<file path="src/rtl/skc_pkg.sv">
// Package of the SHA-1 counter keystream cipher: widths, constants,
// register indexes, controller state type and SHA-1 helper functions.
package skc_pkg;
    localparam int unsigned BlockBytes = 16;
    localparam int unsigned CfgIdxW    = 2;

    typedef enum logic [CfgIdxW-1:0] {
        REG_KEY_HIGH      = 2'd0,
        REG_KEY_LOW       = 2'd1,
        REG_COUNTER_START = 2'd2
    } t_reg_idx;

    typedef enum logic [2:0] {
        ST_IDLE,
        ST_LOAD1,
        ST_ROUND,
        ST_FOLD,
        ST_LOAD2,
        ST_FINAL,
        ST_OUT
    } t_state;

    // Commands from the controller to the datapath.
    typedef struct packed {
        logic take_in;     // latch input beat
        logic load_blk1;   // load context block and initial hash
        logic load_blk2;   // load padding block
        logic round;       // run one SHA-1 round
        logic fold;        // add working vars into hash
        logic keep_ks;     // store digest as keystream
        logic emit;        // form output byte and advance position
    } t_cmd;

    // Status from the datapath to the controller.
    typedef struct packed {
        logic need_ks;     // block start: keystream must be computed
        logic last_round;  // round counter at 79
    } t_stat;

    localparam logic [31:0] H0 = 32'h67452301;
    localparam logic [31:0] H1 = 32'hEFCDAB89;
    localparam logic [31:0] H2 = 32'h98BADCFE;
    localparam logic [31:0] H3 = 32'h10325476;
    localparam logic [31:0] H4 = 32'hC3D2E1F0;

    function automatic logic [31:0] round_k(input logic [6:0] i);
        logic [31:0] k;
        if (i < 7'd20)      k = 32'h5A827999;
        else if (i < 7'd40) k = 32'h6ED9EBA1;
        else if (i < 7'd60) k = 32'h8F1BBCDC;
        else                k = 32'hCA62C1D6;
        return k;
    endfunction

    function automatic logic [31:0] round_f(input logic [6:0] i,
                                            input logic [31:0] b,
                                            input logic [31:0] c,
                                            input logic [31:0] d);
        logic [31:0] f;
        if (i < 7'd20)      f = (b & c) | (~b & d);
        else if (i < 7'd40) f = b ^ c ^ d;
        else if (i < 7'd60) f = (b & c) | (b & d) | (c & d);
        else                f = b ^ c ^ d;
        return f;
    endfunction
endpackage

</file>
<file path="src/rtl/skc_if.sv">
// Valid/ready channel interfaces for data beats and configuration writes.
// Depends on skc_pkg.
interface skc_in_if;
    logic       valid;
    logic       ready;
    logic [7:0] data_in;
    logic       restart;
    logic       last_byte;
    modport source (output valid, data_in, restart, last_byte, input ready);
    modport sink   (input valid, data_in, restart, last_byte, output ready);
endinterface

interface skc_out_if;
    logic       valid;
    logic       ready;
    logic [7:0] data_out;
    modport source (output valid, data_out, input ready);
    modport sink   (input valid, data_out, output ready);
endinterface

interface skc_cfg_if;
    import skc_pkg::*;
    logic               valid;
    logic               ready;
    logic [CfgIdxW-1:0] index;
    logic [63:0]        data;
    modport source (output valid, index, data, input ready);
    modport sink   (input valid, index, data, output ready);
endinterface

</file>
<file path="src/rtl/sha1_counter_keystream_cipher.sv">
// Top level of the SHA-1 counter-mode keystream cipher.
// Depends on skc_pkg, skc_if, skc_ctrl and skc_dp.
//
// Each byte beat on the input channel is XORed with one keystream byte and
// leaves as one beat on the output channel. At the first byte of a block
// (position zero, or after a restart) the keystream is made by one SHA-1
// round engine running one round per cycle over two compression blocks, so
// that byte waits on the single round unit and its 80-round loop. The other
// fifteen bytes of a block reuse the stored keystream. The output register
// holds one result; a new byte is taken while it waits, and the block
// waits only if a second result would overwrite it. Configuration writes
// are always accepted and should be made only while the block is idle.
module sha1_counter_keystream_cipher (
    input  logic  i_clk,
    input  logic  i_rst_n,
    skc_in_if.sink    in_ch,
    skc_out_if.source out_ch,
    skc_cfg_if.sink   cfg_ch
);
    import skc_pkg::*;

    t_cmd  cmd;
    t_stat stat;

    assign cfg_ch.ready = 1'b1;

    skc_ctrl u_ctrl (
        .i_clk      (i_clk),
        .i_rst_n    (i_rst_n),
        .i_in_valid (in_ch.valid),
        .i_out_busy (out_ch.valid && !out_ch.ready),
        .i_stat     (stat),
        .o_cmd      (cmd),
        .o_in_ready (in_ch.ready)
    );

    skc_dp u_dp (
        .i_clk       (i_clk),
        .i_rst_n     (i_rst_n),
        .i_cmd       (cmd),
        .i_cfg_we    (cfg_ch.valid),
        .i_cfg_idx   (cfg_ch.index),
        .i_cfg_data  (cfg_ch.data),
        .i_data_in   (in_ch.data_in),
        .i_restart   (in_ch.restart),
        .i_last_byte (in_ch.last_byte),
        .i_out_ready (out_ch.ready),
        .o_stat      (stat),
        .o_out_valid (out_ch.valid),
        .o_data_out  (out_ch.data_out)
    );
endmodule

</file>
<file path="src/rtl/skc_ctrl.sv">
// Controller state machine of the keystream cipher.
// Depends on skc_pkg; drives commands into skc_dp.
module skc_ctrl (
    input  logic           i_clk,
    input  logic           i_rst_n,
    input  logic           i_in_valid,
    input  logic           i_out_busy,
    input  skc_pkg::t_stat i_stat,
    output skc_pkg::t_cmd  o_cmd,
    output logic           o_in_ready
);
    import skc_pkg::*;

    t_state r_state, n_state;
    logic   r_second;
    logic   n_second;

    always_ff @(posedge i_clk) begin
        if (!i_rst_n) begin
            r_state  <= ST_IDLE;
            r_second <= 1'b0;
        end else begin
            r_state  <= n_state;
            r_second <= n_second;
        end
    end

    always_comb begin
        n_state  = r_state;
        n_second = r_second;
        case (r_state)
            ST_IDLE:  if (i_in_valid) n_state = ST_LOAD1;
            ST_LOAD1: begin
                if (i_stat.need_ks) begin
                    n_state  = ST_ROUND;
                    n_second = 1'b0;
                end else begin
                    n_state = ST_OUT;
                end
            end
            ST_ROUND: if (i_stat.last_round) n_state = ST_FOLD;
            ST_FOLD:  n_state = r_second ? ST_FINAL : ST_LOAD2;
            ST_LOAD2: begin
                n_state  = ST_ROUND;
                n_second = 1'b1;
            end
            ST_FINAL: n_state = ST_OUT;
            ST_OUT:   if (!i_out_busy) n_state = ST_IDLE;
            default:  n_state = ST_IDLE;
        endcase
    end

    always_comb begin
        o_cmd      = '0;
        o_in_ready = 1'b0;
        case (r_state)
            ST_IDLE:  begin
                o_in_ready   = 1'b1;
                o_cmd.take_in = i_in_valid;
            end
            ST_LOAD1: o_cmd.load_blk1 = i_stat.need_ks;
            ST_ROUND: o_cmd.round = 1'b1;
            ST_FOLD:  o_cmd.fold = 1'b1;
            ST_LOAD2: o_cmd.load_blk2 = 1'b1;
            ST_FINAL: o_cmd.keep_ks = 1'b1;
            ST_OUT:   o_cmd.emit = !i_out_busy;
            default:  o_cmd = '0;
        endcase
    end
endmodule

</file>
<file path="src/rtl/skc_dp.sv">
// Datapath: configuration registers, counter, SHA-1 round engine,
// keystream store and output register. Depends on skc_pkg.
module skc_dp (
    input  logic                    i_clk,
    input  logic                    i_rst_n,
    input  skc_pkg::t_cmd           i_cmd,
    input  logic                    i_cfg_we,
    input  logic [skc_pkg::CfgIdxW-1:0] i_cfg_idx,
    input  logic [63:0]             i_cfg_data,
    input  logic [7:0]              i_data_in,
    input  logic                    i_restart,
    input  logic                    i_last_byte,
    input  logic                    i_out_ready,
    output skc_pkg::t_stat          o_stat,
    output logic                    o_out_valid,
    output logic [7:0]              o_data_out
);
    import skc_pkg::*;

    logic [63:0] r_key_high, r_key_low, r_ctr_start, r_ctr;
    logic [3:0]  r_pos;
    logic [7:0]  r_data;
    logic        r_last;
    logic [31:0] r_w [16];
    logic [31:0] r_a, r_b, r_c, r_d, r_e;
    logic [31:0] r_h [5];
    logic [6:0]  r_rnd;
    logic [7:0]  r_ks [BlockBytes];
    logic        r_out_valid;
    logic [7:0]  r_out;

    logic [31:0] w_cur, w_new, t_sum;
    logic [63:0] ctr_eff;
    logic [31:0] ctx [16];

    assign ctr_eff = r_ctr;
    assign w_cur   = r_w[0];
    assign w_new   = {r_w[13] ^ r_w[8] ^ r_w[2] ^ r_w[0]} << 1 |
                     {r_w[13] ^ r_w[8] ^ r_w[2] ^ r_w[0]} >> 31;
    assign t_sum   = {r_a[26:0], r_a[31:27]} + round_f(r_rnd, r_b, r_c, r_d) +
                     r_e + round_k(r_rnd) + w_cur;

    always_comb begin
        for (int i = 0; i < 16; i++) ctx[i] = '0;
        ctx[0]  = r_key_high[63:32];
        ctx[1]  = r_key_high[31:0];
        ctx[2]  = r_key_high[63:32];
        ctx[3]  = r_key_high[31:0];
        ctx[4]  = r_key_low[63:32];
        ctx[5]  = r_key_low[31:0];
        ctx[6]  = r_key_low[63:32];
        ctx[7]  = r_key_low[31:0];
        ctx[14] = ctr_eff[63:32];
        ctx[15] = ctr_eff[31:0];
    end

    assign o_stat.need_ks    = (r_pos == 4'd0);
    assign o_stat.last_round = (r_rnd == 7'd79);

    always_ff @(posedge i_clk) begin
        if (!i_rst_n) begin
            r_key_high  <= '0;
            r_key_low   <= '0;
            r_ctr_start <= '1;
            r_ctr       <= '1;
            r_pos       <= '0;
            r_out_valid <= 1'b0;
            r_rnd       <= '0;
        end else begin
            if (i_cfg_we) begin
                case (t_reg_idx'(i_cfg_idx))
                    REG_KEY_HIGH:      r_key_high  <= i_cfg_data;
                    REG_KEY_LOW:       r_key_low   <= i_cfg_data;
                    REG_COUNTER_START: r_ctr_start <= i_cfg_data;
                    default: ;
                endcase
            end
            if (!i_cmd.emit && r_out_valid && i_out_ready) r_out_valid <= 1'b0;
            if (i_cmd.take_in) begin
                r_data <= i_data_in;
                r_last <= i_last_byte;
                if (i_restart) begin
                    r_ctr <= r_ctr_start;
                    r_pos <= '0;
                end
            end
            if (i_cmd.load_blk1) begin
                for (int i = 0; i < 16; i++) r_w[i] <= ctx[i];
                r_h[0] <= H0; r_h[1] <= H1; r_h[2] <= H2; r_h[3] <= H3; r_h[4] <= H4;
                r_a <= H0; r_b <= H1; r_c <= H2; r_d <= H3; r_e <= H4;
                r_rnd <= '0;
            end
            if (i_cmd.load_blk2) begin
                // Padding block: leading one bit, zeros, then the 512-bit length.
                for (int i = 0; i < 16; i++)
                    r_w[i] <= (i == 0) ? 32'h80000000 :
                              ((i == 15) ? 32'h00000200 : 32'h00000000);
                r_a <= r_h[0]; r_b <= r_h[1]; r_c <= r_h[2]; r_d <= r_h[3]; r_e <= r_h[4];
                r_rnd <= '0;
            end
            if (i_cmd.round) begin
                for (int i = 0; i < 15; i++) r_w[i] <= r_w[i+1];
                r_w[15] <= w_new;
                r_a <= t_sum;
                r_b <= r_a;
                r_c <= {r_b[1:0], r_b[31:2]};
                r_d <= r_c;
                r_e <= r_d;
                r_rnd <= r_rnd + 7'd1;
            end
            if (i_cmd.fold) begin
                r_h[0] <= r_h[0] + r_a;
                r_h[1] <= r_h[1] + r_b;
                r_h[2] <= r_h[2] + r_c;
                r_h[3] <= r_h[3] + r_d;
                r_h[4] <= r_h[4] + r_e;
            end
            if (i_cmd.keep_ks) begin
                for (int i = 0; i < BlockBytes; i++)
                    r_ks[i] <= r_h[i/4][(3 - i%4)*8 +: 8];
            end
            if (i_cmd.emit) begin
                r_out       <= r_data ^ r_ks[r_pos];
                r_out_valid <= 1'b1;
                if (r_pos == 4'(BlockBytes - 1) || r_last) begin
                    r_ctr <= r_ctr + 64'd1;
                    r_pos <= '0;
                end else begin
                    r_pos <= r_pos + 4'd1;
                end
            end
        end
    end

    assign o_out_valid = r_out_valid;
    assign o_data_out  = r_out;
endmodule

</file>
<file path="src/flat_wrapper.sv">
// flat-port wrapper written by rule: the top's interface ports become plain ports
module sha1_counter_keystream_cipher_flat import skc_pkg::*;
  (i_clk, i_rst_n, in_ch_valid, in_ch_data_in, in_ch_restart, in_ch_last_byte, in_ch_ready, out_ch_valid, out_ch_data_out, out_ch_ready, cfg_ch_valid, cfg_ch_index, cfg_ch_data, cfg_ch_ready);
  skc_in_if in_ch_i ();
  skc_out_if out_ch_i ();
  skc_cfg_if cfg_ch_i ();
  input  logic i_clk;
  input  logic i_rst_n;
  input wire logic [$bits(in_ch_i.valid)-1:0] in_ch_valid;
  input wire logic [$bits(in_ch_i.data_in)-1:0] in_ch_data_in;
  input wire logic [$bits(in_ch_i.restart)-1:0] in_ch_restart;
  input wire logic [$bits(in_ch_i.last_byte)-1:0] in_ch_last_byte;
  output wire logic [$bits(in_ch_i.ready)-1:0] in_ch_ready;
  output wire logic [$bits(out_ch_i.valid)-1:0] out_ch_valid;
  output wire logic [$bits(out_ch_i.data_out)-1:0] out_ch_data_out;
  input wire logic [$bits(out_ch_i.ready)-1:0] out_ch_ready;
  input wire logic [$bits(cfg_ch_i.valid)-1:0] cfg_ch_valid;
  input wire logic [$bits(cfg_ch_i.index)-1:0] cfg_ch_index;
  input wire logic [$bits(cfg_ch_i.data)-1:0] cfg_ch_data;
  output wire logic [$bits(cfg_ch_i.ready)-1:0] cfg_ch_ready;
  assign in_ch_i.valid = in_ch_valid;
  assign in_ch_i.data_in = in_ch_data_in;
  assign in_ch_i.restart = in_ch_restart;
  assign in_ch_i.last_byte = in_ch_last_byte;
  assign in_ch_ready = in_ch_i.ready;
  assign out_ch_valid = out_ch_i.valid;
  assign out_ch_data_out = out_ch_i.data_out;
  assign out_ch_i.ready = out_ch_ready;
  assign cfg_ch_i.valid = cfg_ch_valid;
  assign cfg_ch_i.index = cfg_ch_index;
  assign cfg_ch_i.data = cfg_ch_data;
  assign cfg_ch_ready = cfg_ch_i.ready;
  sha1_counter_keystream_cipher u_core (.i_clk(i_clk), .i_rst_n(i_rst_n), .in_ch(in_ch_i), .out_ch(out_ch_i), .cfg_ch(cfg_ch_i));
endmodule
</file>
<file path="config.mk">
export PLATFORM = sky130hd
export DESIGN_NAME = sha1_counter_keystream_cipher_flat
export DESIGN_NICKNAME = d
export VERILOG_FILES = /design/src/rtl/skc_pkg.sv /design/src/rtl/skc_if.sv /design/src/rtl/sha1_counter_keystream_cipher.sv /design/src/rtl/skc_ctrl.sv /design/src/rtl/skc_dp.sv /design/src/flat_wrapper.sv
export SDC_FILE = /design/constraint.sdc
export NUM_CORES = 2
export LEC_CHECK = 0
export ABC_CLOCK_PERIOD_IN_PS = 17200
export CORE_UTILIZATION = 50
export CTS_BUF_LIST = sky130_fd_sc_hd__clkbuf_2 sky130_fd_sc_hd__clkbuf_4 sky130_fd_sc_hd__clkbuf_8
export CTS_CLUSTER_SIZE = 10
export DETAILED_ROUTE_END_ITERATION = 6
export DONT_BUFFER_PORTS = 1
export PLACE_DENSITY_LB_ADDON = 0.3
export SLEW_MARGIN = 20
export SYNTH_ARGS = -nofsm -noshare
export SYNTH_HDL_FRONTEND = slang
export SYNTH_HIERARCHICAL = 1
export SYNTH_SLANG_ARGS = --single-unit
export TNS_END_PERCENT = 5
</file>
<file path="constraint.sdc">
create_clock -name i_clk -period 17.2 [get_ports i_clk]
set_input_delay 0.86 -clock i_clk [delete_from_list [all_inputs] [get_ports i_clk]]
set_output_delay 0.86 -clock i_clk [all_outputs]
set_load 0.05 [all_outputs]
</file>
; ---- Word-level counts from Yosys, hierarchy flattened
; Memory sizes are Yosys's and may differ from the RTL's. A register that Yosys moved wholly into a read port is not among the register bits.
; Index checks and enable logic that the tools add are counted.
[classes]
n_addsub = 12
order_cmp = 3
eq_ne = 14
n_mux = 104
bitwise = 52
n_reduce_logical = 24
[ops]
columns = op, n
row1 = 2-to-1 mux 32 bit, 57
row2 = adder 32 bit, 9
row3 = 2-to-1 mux 64 bit, 4
row4 = bitwise XOR 32 bit, 5
row5 = AND 32 bit, 4
row6 = bitwise OR 32 bit, 3
row7 = "adder 64 x 1 -> 64 bit, second input constant", 1
row8 = bitwise OR 1 bit, 37
row9 = inverter 32 bit, 1
row10 = bitwise OR 32 x 1 -> 32 bit, 1
row11 = 2-to-1 mux 31 bit, 1
row12 = 2-to-1 mux 1 bit, 27
row13 = 2-to-1 mux 4 bit, 6
row14 = 2-to-1 mux 7 bit, 3
row15 = one-hot mux 3 bit (7 select lines), 1
row16 = AND reduction 2 bit, 8
row17 = "< comparator 7 x 6 -> 1 bit, second input constant", 2
row18 = 2-to-1 mux 3 bit, 4
row19 = "== test 3 bit, second input constant", 3
row20 = nonzero test 2 bit, 4
row21 = bitwise XOR 8 bit, 1
row22 = "adder 7 x 1 -> 7 bit, second input constant", 1
row23 = "== test 7 bit, second input constant", 1
row24 = "< comparator 7 x 5 -> 1 bit, second input constant", 1
row25 = 17 further kinds, 24
[word_totals]
ff_bits = 449
ramBits = 800
out_inout_bits = 11
memories = 3
[mem_list]
columns = name, depth, width, read_ports, rd_clocked_by_memory_dff, write_ports, line_no
row1 = u_core.u_dp.r_w, 16, 32, 16, 0, 16, skc_dp.sv:24  ; logic [31:0] r_w [16];
row2 = u_core.u_dp.r_h, 5, 32, 5, 0, 5, skc_dp.sv:26  ; logic [31:0] r_h [5];
row3 = u_core.u_dp.r_ks, 16, 8, 1, 1, 16, skc_dp.sv:28  ; logic [7:0] r_ks [BlockBytes];

; ---- Depth between registers and ports, before layout
[logic_depth]
word_depth = 11
mapped_depth = 24

; ---- By module
; Netlist, hierarchy kept.
[by_module_without_submodules]
columns = mod, n_inst, cells_per_inst, area_per_inst_um2, seq_area_each_um2
row1 = skc_dp, 1, 5449, 62150.9, 34463.1
row2 = skc_ctrl, 1, 37, 342.8, 80.1
row3 = sha1_counter_keystream_cipher, 1, 3, 25.0, 0.0

; ---- Worst setup path after synthesis
; OpenSTA, ideal clock, no wires.
[synth_path]
path_kind = input to register
startpoint = input port i_rst_n
endpoint = memory u_core.u_dp.r_w[3][4] (netlist: u_core/u_dp/r_w[0][100]) (enable)
setup_ns = 1.762
arrival_time_ns = 5.458
setup_slack_ns = 9.980
cell_stages = 5
n_path_buf = 3
cell_sequence = clkbuf_1 -> o21ai_1 -> clkbuf_1 -> buf_1 -> nand2_1
[synth_lines]
columns = element, line_no
row1 = "start, declared", flat_wrapper.sv:8  ; input logic i_rst_n;
row2 = "end, declared", skc_dp.sv:24

; ---- Final worst setup path
[layout_path]
startpoint = register u_core.u_dp.r_rnd[4]
endpoint = register u_core.u_dp.r_a[31] (data pin)
[layout_via]
elab_chain_len = 9
[layout_rtl]
columns = element, line_no
row1 = "start, declared", skc_dp.sv:27  ; logic [6:0] r_rnd;
row2 = "start signal, assigned", skc_dp.sv:109  ; r_rnd <= r_rnd + 7'd1;
row3 = < comparator 7 x 6 -> 1 bit, "skc_pkg.sv:50, skc_pkg.sv:62"
row4 = 2-to-1 mux 32 bit, skc_pkg.sv:62  ; else if (i < 7'd60) f = (b & c) | (b & d) | (c & d);
row5 = 2-to-1 mux 32 bit, skc_pkg.sv:61  ; else if (i < 7'd40) f = b ^ c ^ d;
row6 = 2-to-1 mux 32 bit, skc_pkg.sv:60  ; if (i < 7'd20) f = (b & c) | (~b & d);
row7 = adder 32 bit (2 in a row), skc_dp.sv:40  ; assign t_sum = {r_a[26:0], r_a[31:27]} + round_f(r_rnd, r_b, r_c, r_d) +
row8 = adder 32 bit (*) (2 in a row), skc_dp.sv:41  ; r_e + round_k(r_rnd) + w_cur;
row9 = 2-to-1 mux 32 bit (*), skc_dp.sv:101  ; if (i_cmd.round) begin
row10 = "end signal, assigned", skc_dp.sv:98  ; r_a <= r_h[0]; r_b <= r_h[1]; r_c <= r_h[2]; r_d <= r_h[3]; r_e <= r_h[4];
row11 = "end signal, assigned", skc_dp.sv:104  ; r_a <= t_sum;
row12 = "end, declared", skc_dp.sv:25  ; logic [31:0] r_a, r_b, r_c, r_d, r_e;
; Mark *: on every way between the ends. The rest lies on a longest branch, timed or not.
; A chain may end at the register's enable or synchronous reset.

==> summary.md <==
| Metric | Value |
|---|---|
| Synth Area in Adders | `7.95%` |
| Fin Setup TNS | `0 ns` |
| Global-route wire length before repair | `279 mm` |
| Setup-failing EPs final | `0` |
| Total wire length | `188 mm` |
| Drt initial violations | `5331` |
| Yosys cell types | `98` |
| CTS tree | `built` |
| Most Frequent Cell on Critical Path | `fa_1` |
| Worst rel slew slack | `7.86%` |
| Max-slew violations | `0` |
| Post-route ant nets | `0` |
| Area grow syn2layout | `10.2%` |
| Internal power | `6.38 mW` |
| HP Class | `in -> reg` |
| Syn Std Cell Area | `62500 µm²` |
| Crit-path slowest cell | `clkinv_1` |
| Cells after Synth | `5489` |
| DR WL/cell | `25.7 µm` |
| Place WS | `9.65 ns` |
| Die X | `356 µm` |
| CP top delay family | `compound AO/OA/AOI/OAI gates` |
| Gpl congestion | `0.964` |
| Largest family of logic cells by synthesized area | `compound AO/OA/AOI/OAI gates` |
| Endpoint, Worst Hold | `u_core/u_dp/r_ctr_start[34]` |
| RSZ-0062 raised after global routing | `false` |
| PostCTS Resize Cnt | `0` |
| Layout cell share with drive strength beyond 1 | `8.94%` |
| Worst-Skew Late Latency | `0.95 ns` |
| Hold Path Depth | `2` |
| CP Depth | `21` |
| Synth Warn # | `6` |
| Largest net degree at the start of global routing | `473` |
| Initial antenna violation count | `14` |
| Fin. Hold Viols | `0` |
| Top-area cell type share of the netlist area | `45.4%` |
| NetSw | `3.59 mW` |
| Comb pwr share | `33.0%` |
| Mean Syn Cell Area | `11.4 µm²` |
| Crit path time final | `7.71 ns` |
| Num rows | `129` |
| Grt ovf | `0` |
| Reg2reg end | `u_core/u_dp/r_a[31]` |
| Cell taking the most area after synthesis | `edfxtp_1` |
| Crit Path Category | `reg -> reg` |
| Most common cell after layout, fill and taps aside | `edfxtp_1` |
| Critical Path Start Type | `register` |
| Final instance area | `68900 µm²` |
| Area contributors post-synth | `edfxtp_1, dfxtp_1, nand2_1` |
| Ys async rst share | `0%` |
| Via Count | `45790` |
| Synthesis-stage register bit count | `1253` |
| Reg power frac | `39.9%` |
| RR Startpoint | `u_core/u_dp/r_rnd[4]` |
| CTS Buf Count | `202` |
| Clock power frac | `27.1%` |
| Boundary Pins | `92` |
| Setup WS post-layout | `9.49 ns` |
| Commonest cells after routing, fill and taps aside | `edfxtp_1, nand2_1, dfxtp_1, a22o_1, o21ai_0` |
| Min-delay src | `cfg_ch_data[34]` |
| Setup Buffers After CTS | `0` |
| Maximum clock path buffer count | `3` |
| Drt pass-1 iters | `7` |
| WP data required | `17.88 ns` |
| Core Util, Final | `55.6%` |
| Status | `finished, violations left` |
| VDD IR max | `0.117 mV` |
| Sw Share | `36.0%` |
| Clock transition at path regs | `0.06 ns` |
| Synth Area in XOR/XNOR | `3.56%` |
| Final cell count without fillers | `7326` |
| Initial core utilization | `50.5%` |
| Top_reg_cell synth | `edfxtp_1` |
| Die area | `126000 µm²` |
| Failing checks | `DRC` |
| Worst slew pin tran | `1.38 ns` |
| Skew final | `0.0545 ns` |
| Post-synthesis mux area share | `2.15%` |
| CTS root buf | `clkbuf_8` |
| Synth Area in Compound Gates | `15.3%` |
| Cell Pwr Density | `145 nW/µm²` |
| Fin nets | `5909` |
| Chip Height | `356 µm` |
| Core area | `124000 µm²` |
| CP Capture Type | `register` |
| Syn Nets | `5892` |
| Max Freq | `130 MHz` |
| Lkg Pwr | `25.7 nW` |
| Simple-Gate Fraction of Synth Area | `12.4%` |
| HPWL Detailed | `123 mm` |
| Vias per std cell | `6.25` |
| Placement Cell Area | `63900 µm²` |
| I/O Buffers | `0` |
| H-tree depth | `4` |
| Clk sinks | `1253` |
| Max Cap Viol | `0` |
| R2r setup slk | `9.49 ns` |
| Crit path DAT | `8.39 ns` |
| Slowest stage delay, CP | `0.84 ns` |
| Crit-path cells | `and3_1 -> or3_1 -> buf_4 -> nand2_1 -> clkinv_1 -> a221oi_1 -> fa_1 -> fa_1 -> fa_1 -> inv_1 -> ha_1 -> inv_1 -> fa_1 -> nand2b_1 -> a21oi_1 -> o21ai_0 -> a21boi_0 -> o2111ai_1 -> a31oi_1 -> nor2_1 -> a211o_1` |
| Vias in the first global route | `43219` |
| EDFF count, synth | `945` |
| Cells after DPL | `6864` |
| WP buf/inv | `4` |
| CP max FO | `18` |
| Seq/Total Area, Yosys | `55.3%` |
| R2R cell count | `21` |
| Final period util | `44.8%` |
| Detailed-route DRC error count | `18` |
| All-Layer GR Usage | `29.4%` |
## routing by layer
| metal | wire, µm | vias up | track usage, % | part of all wire, % |
|---|---|---|---|---|
| li1 | - | 20214 | - | - |
| met1 | 79700 | 22874 | 41.7 | 42 |
| met2 | 83500 | 2310 | 44.5 | 44 |
| met3 | 17100 | 392 | 5.35 | 9.1 |
| met4 | 7900 | 0 | 12.2 | 4.2 |
| met5 | 0 | - | 0 | 0 |
## how the worst max path moves through the flow
stage,startpoint,to
after floorplan,i_rst_n,u_core/u_dp/r_w[0][100]
final,u_core/u_dp/r_rnd[4],u_core/u_dp/r_a[31]
after global routing,u_core/u_dp/r_rnd[4],u_core/u_dp/r_a[26]
after CTS,u_core/u_dp/r_rnd[4],u_core/u_dp/r_a[31]
after global placement,u_core/u_dp/r_rnd[4],u_core/u_dp/r_a[31]
after detailed placement,u_core/u_dp/r_rnd[4],u_core/u_dp/r_a[31]
## cell usage after synthesis (42+ instances only)
cell / number
a211oi_1: 42
clkbuf_1: 276
dfxtp_1: 308
a22o_1: 307
a21o_1: 79
a21oi_1: 183
nand3_1: 172
nor2_1: 277
ha_1: 197
edfxtp_1: 945
and3_1: 232
o21ai_0: 277
a21boi_0: 141
nand2_1: 749
xor2_1: 72
nor3_1: 50
fa_1: 125
xnor2_1: 182
inv_1: 253
o22a_1: 50
## cell families (layout without fill, tap and decap cells)
group                      after synthesis  after routing
xor gates and xnor gates               254            254
other                                    1              9
buffers and inverters                  564            756
and+or+nand+nor                       1664           1664
AOI/OAI and AO/OA                     1349           1349
adders and majority gates              322            322
muxes                                   82             82
DFF                                   1253           1253
## state kept, by name (all words and copies together), names as in the netlist, 7 cells and up, named ones only
signal / count
u_core/u_dp/r_h: 160
u_core/u_dp/r_ctr_start: 64
u_core/u_dp/r_key_low: 64
u_core/u_dp/r_c: 32
u_core/u_dp/r_b: 32
u_core/u_dp/r_rnd: 7
u_core/u_dp/r_data: 8
u_core/u_dp/o_data_out: 8
u_core/u_dp/r_ks: 128
u_core/u_dp/r_d: 32
u_core/u_dp/ctr_eff: 64
u_core/u_dp/r_a: 32
u_core/u_dp/r_e: 32
u_core/u_dp/r_key_high: 64
u_core/u_dp/r_w: 512
## worst register-to-register path, cell delays in order, from the launching register on
cell	delay, ns
dfxtp_1	0.38
and3_1	0.24
or3_1	0.35
buf_4	0.23
nand2_1	0.64
clkinv_1	0.84
a221oi_1	0.53
fa_1	0.51
fa_1	0.52
fa_1	0.48
inv_1	0.06
ha_1	0.20
inv_1	0.07
fa_1	0.37
nand2b_1	0.21
a21oi_1	0.23
o21ai_0	0.18
a21boi_0	0.50
o2111ai_1	0.24
a31oi_1	0.31
nor2_1	0.09
a211o_1	0.28
## metrics by stage
stage	total power [mW]	hold WS, ns
detailed placement	7.22	0.451
floorplan	6.33	0.434
finish	9.97	0.0633
global route	10.5	0.0246
global placement	7.16	0.445
CTS	9.95	0.000303
## power groups by stage
stage	Sequential (mW)	Clock, mW	Combinational (mW)
6_report	3.98	2.70	3.29
5_1_grt	4.00	2.87	3.62
4_1_cts	3.97	2.74	3.24
3_5_place_dp	4.03	0	3.20
3_3_place_gp	4.02	0	3.14
2_1_floorplan	3.93	0	2.40
## final cells by class
cell class / instances / area [µm²]
clock inverter: 81 / 596
antenna: 8 / 20.0
timing repair buffer: 122 / 1130
sequential: 1253 / 34500
multi-input combinational: 3672 / 25900
fill: 10468 / 54900
tap: 1637 / 2050
inverter: 255 / 957
clock buffer: 298 / 3630
## what timing repair did
action | 4_1_cts | 5_1_grt
hold buffers | 74 | 0
hold endpoints to repair | 103 | 0
setup endpoints to repair | 0 | 0
(Power assumes the default switching activity.)
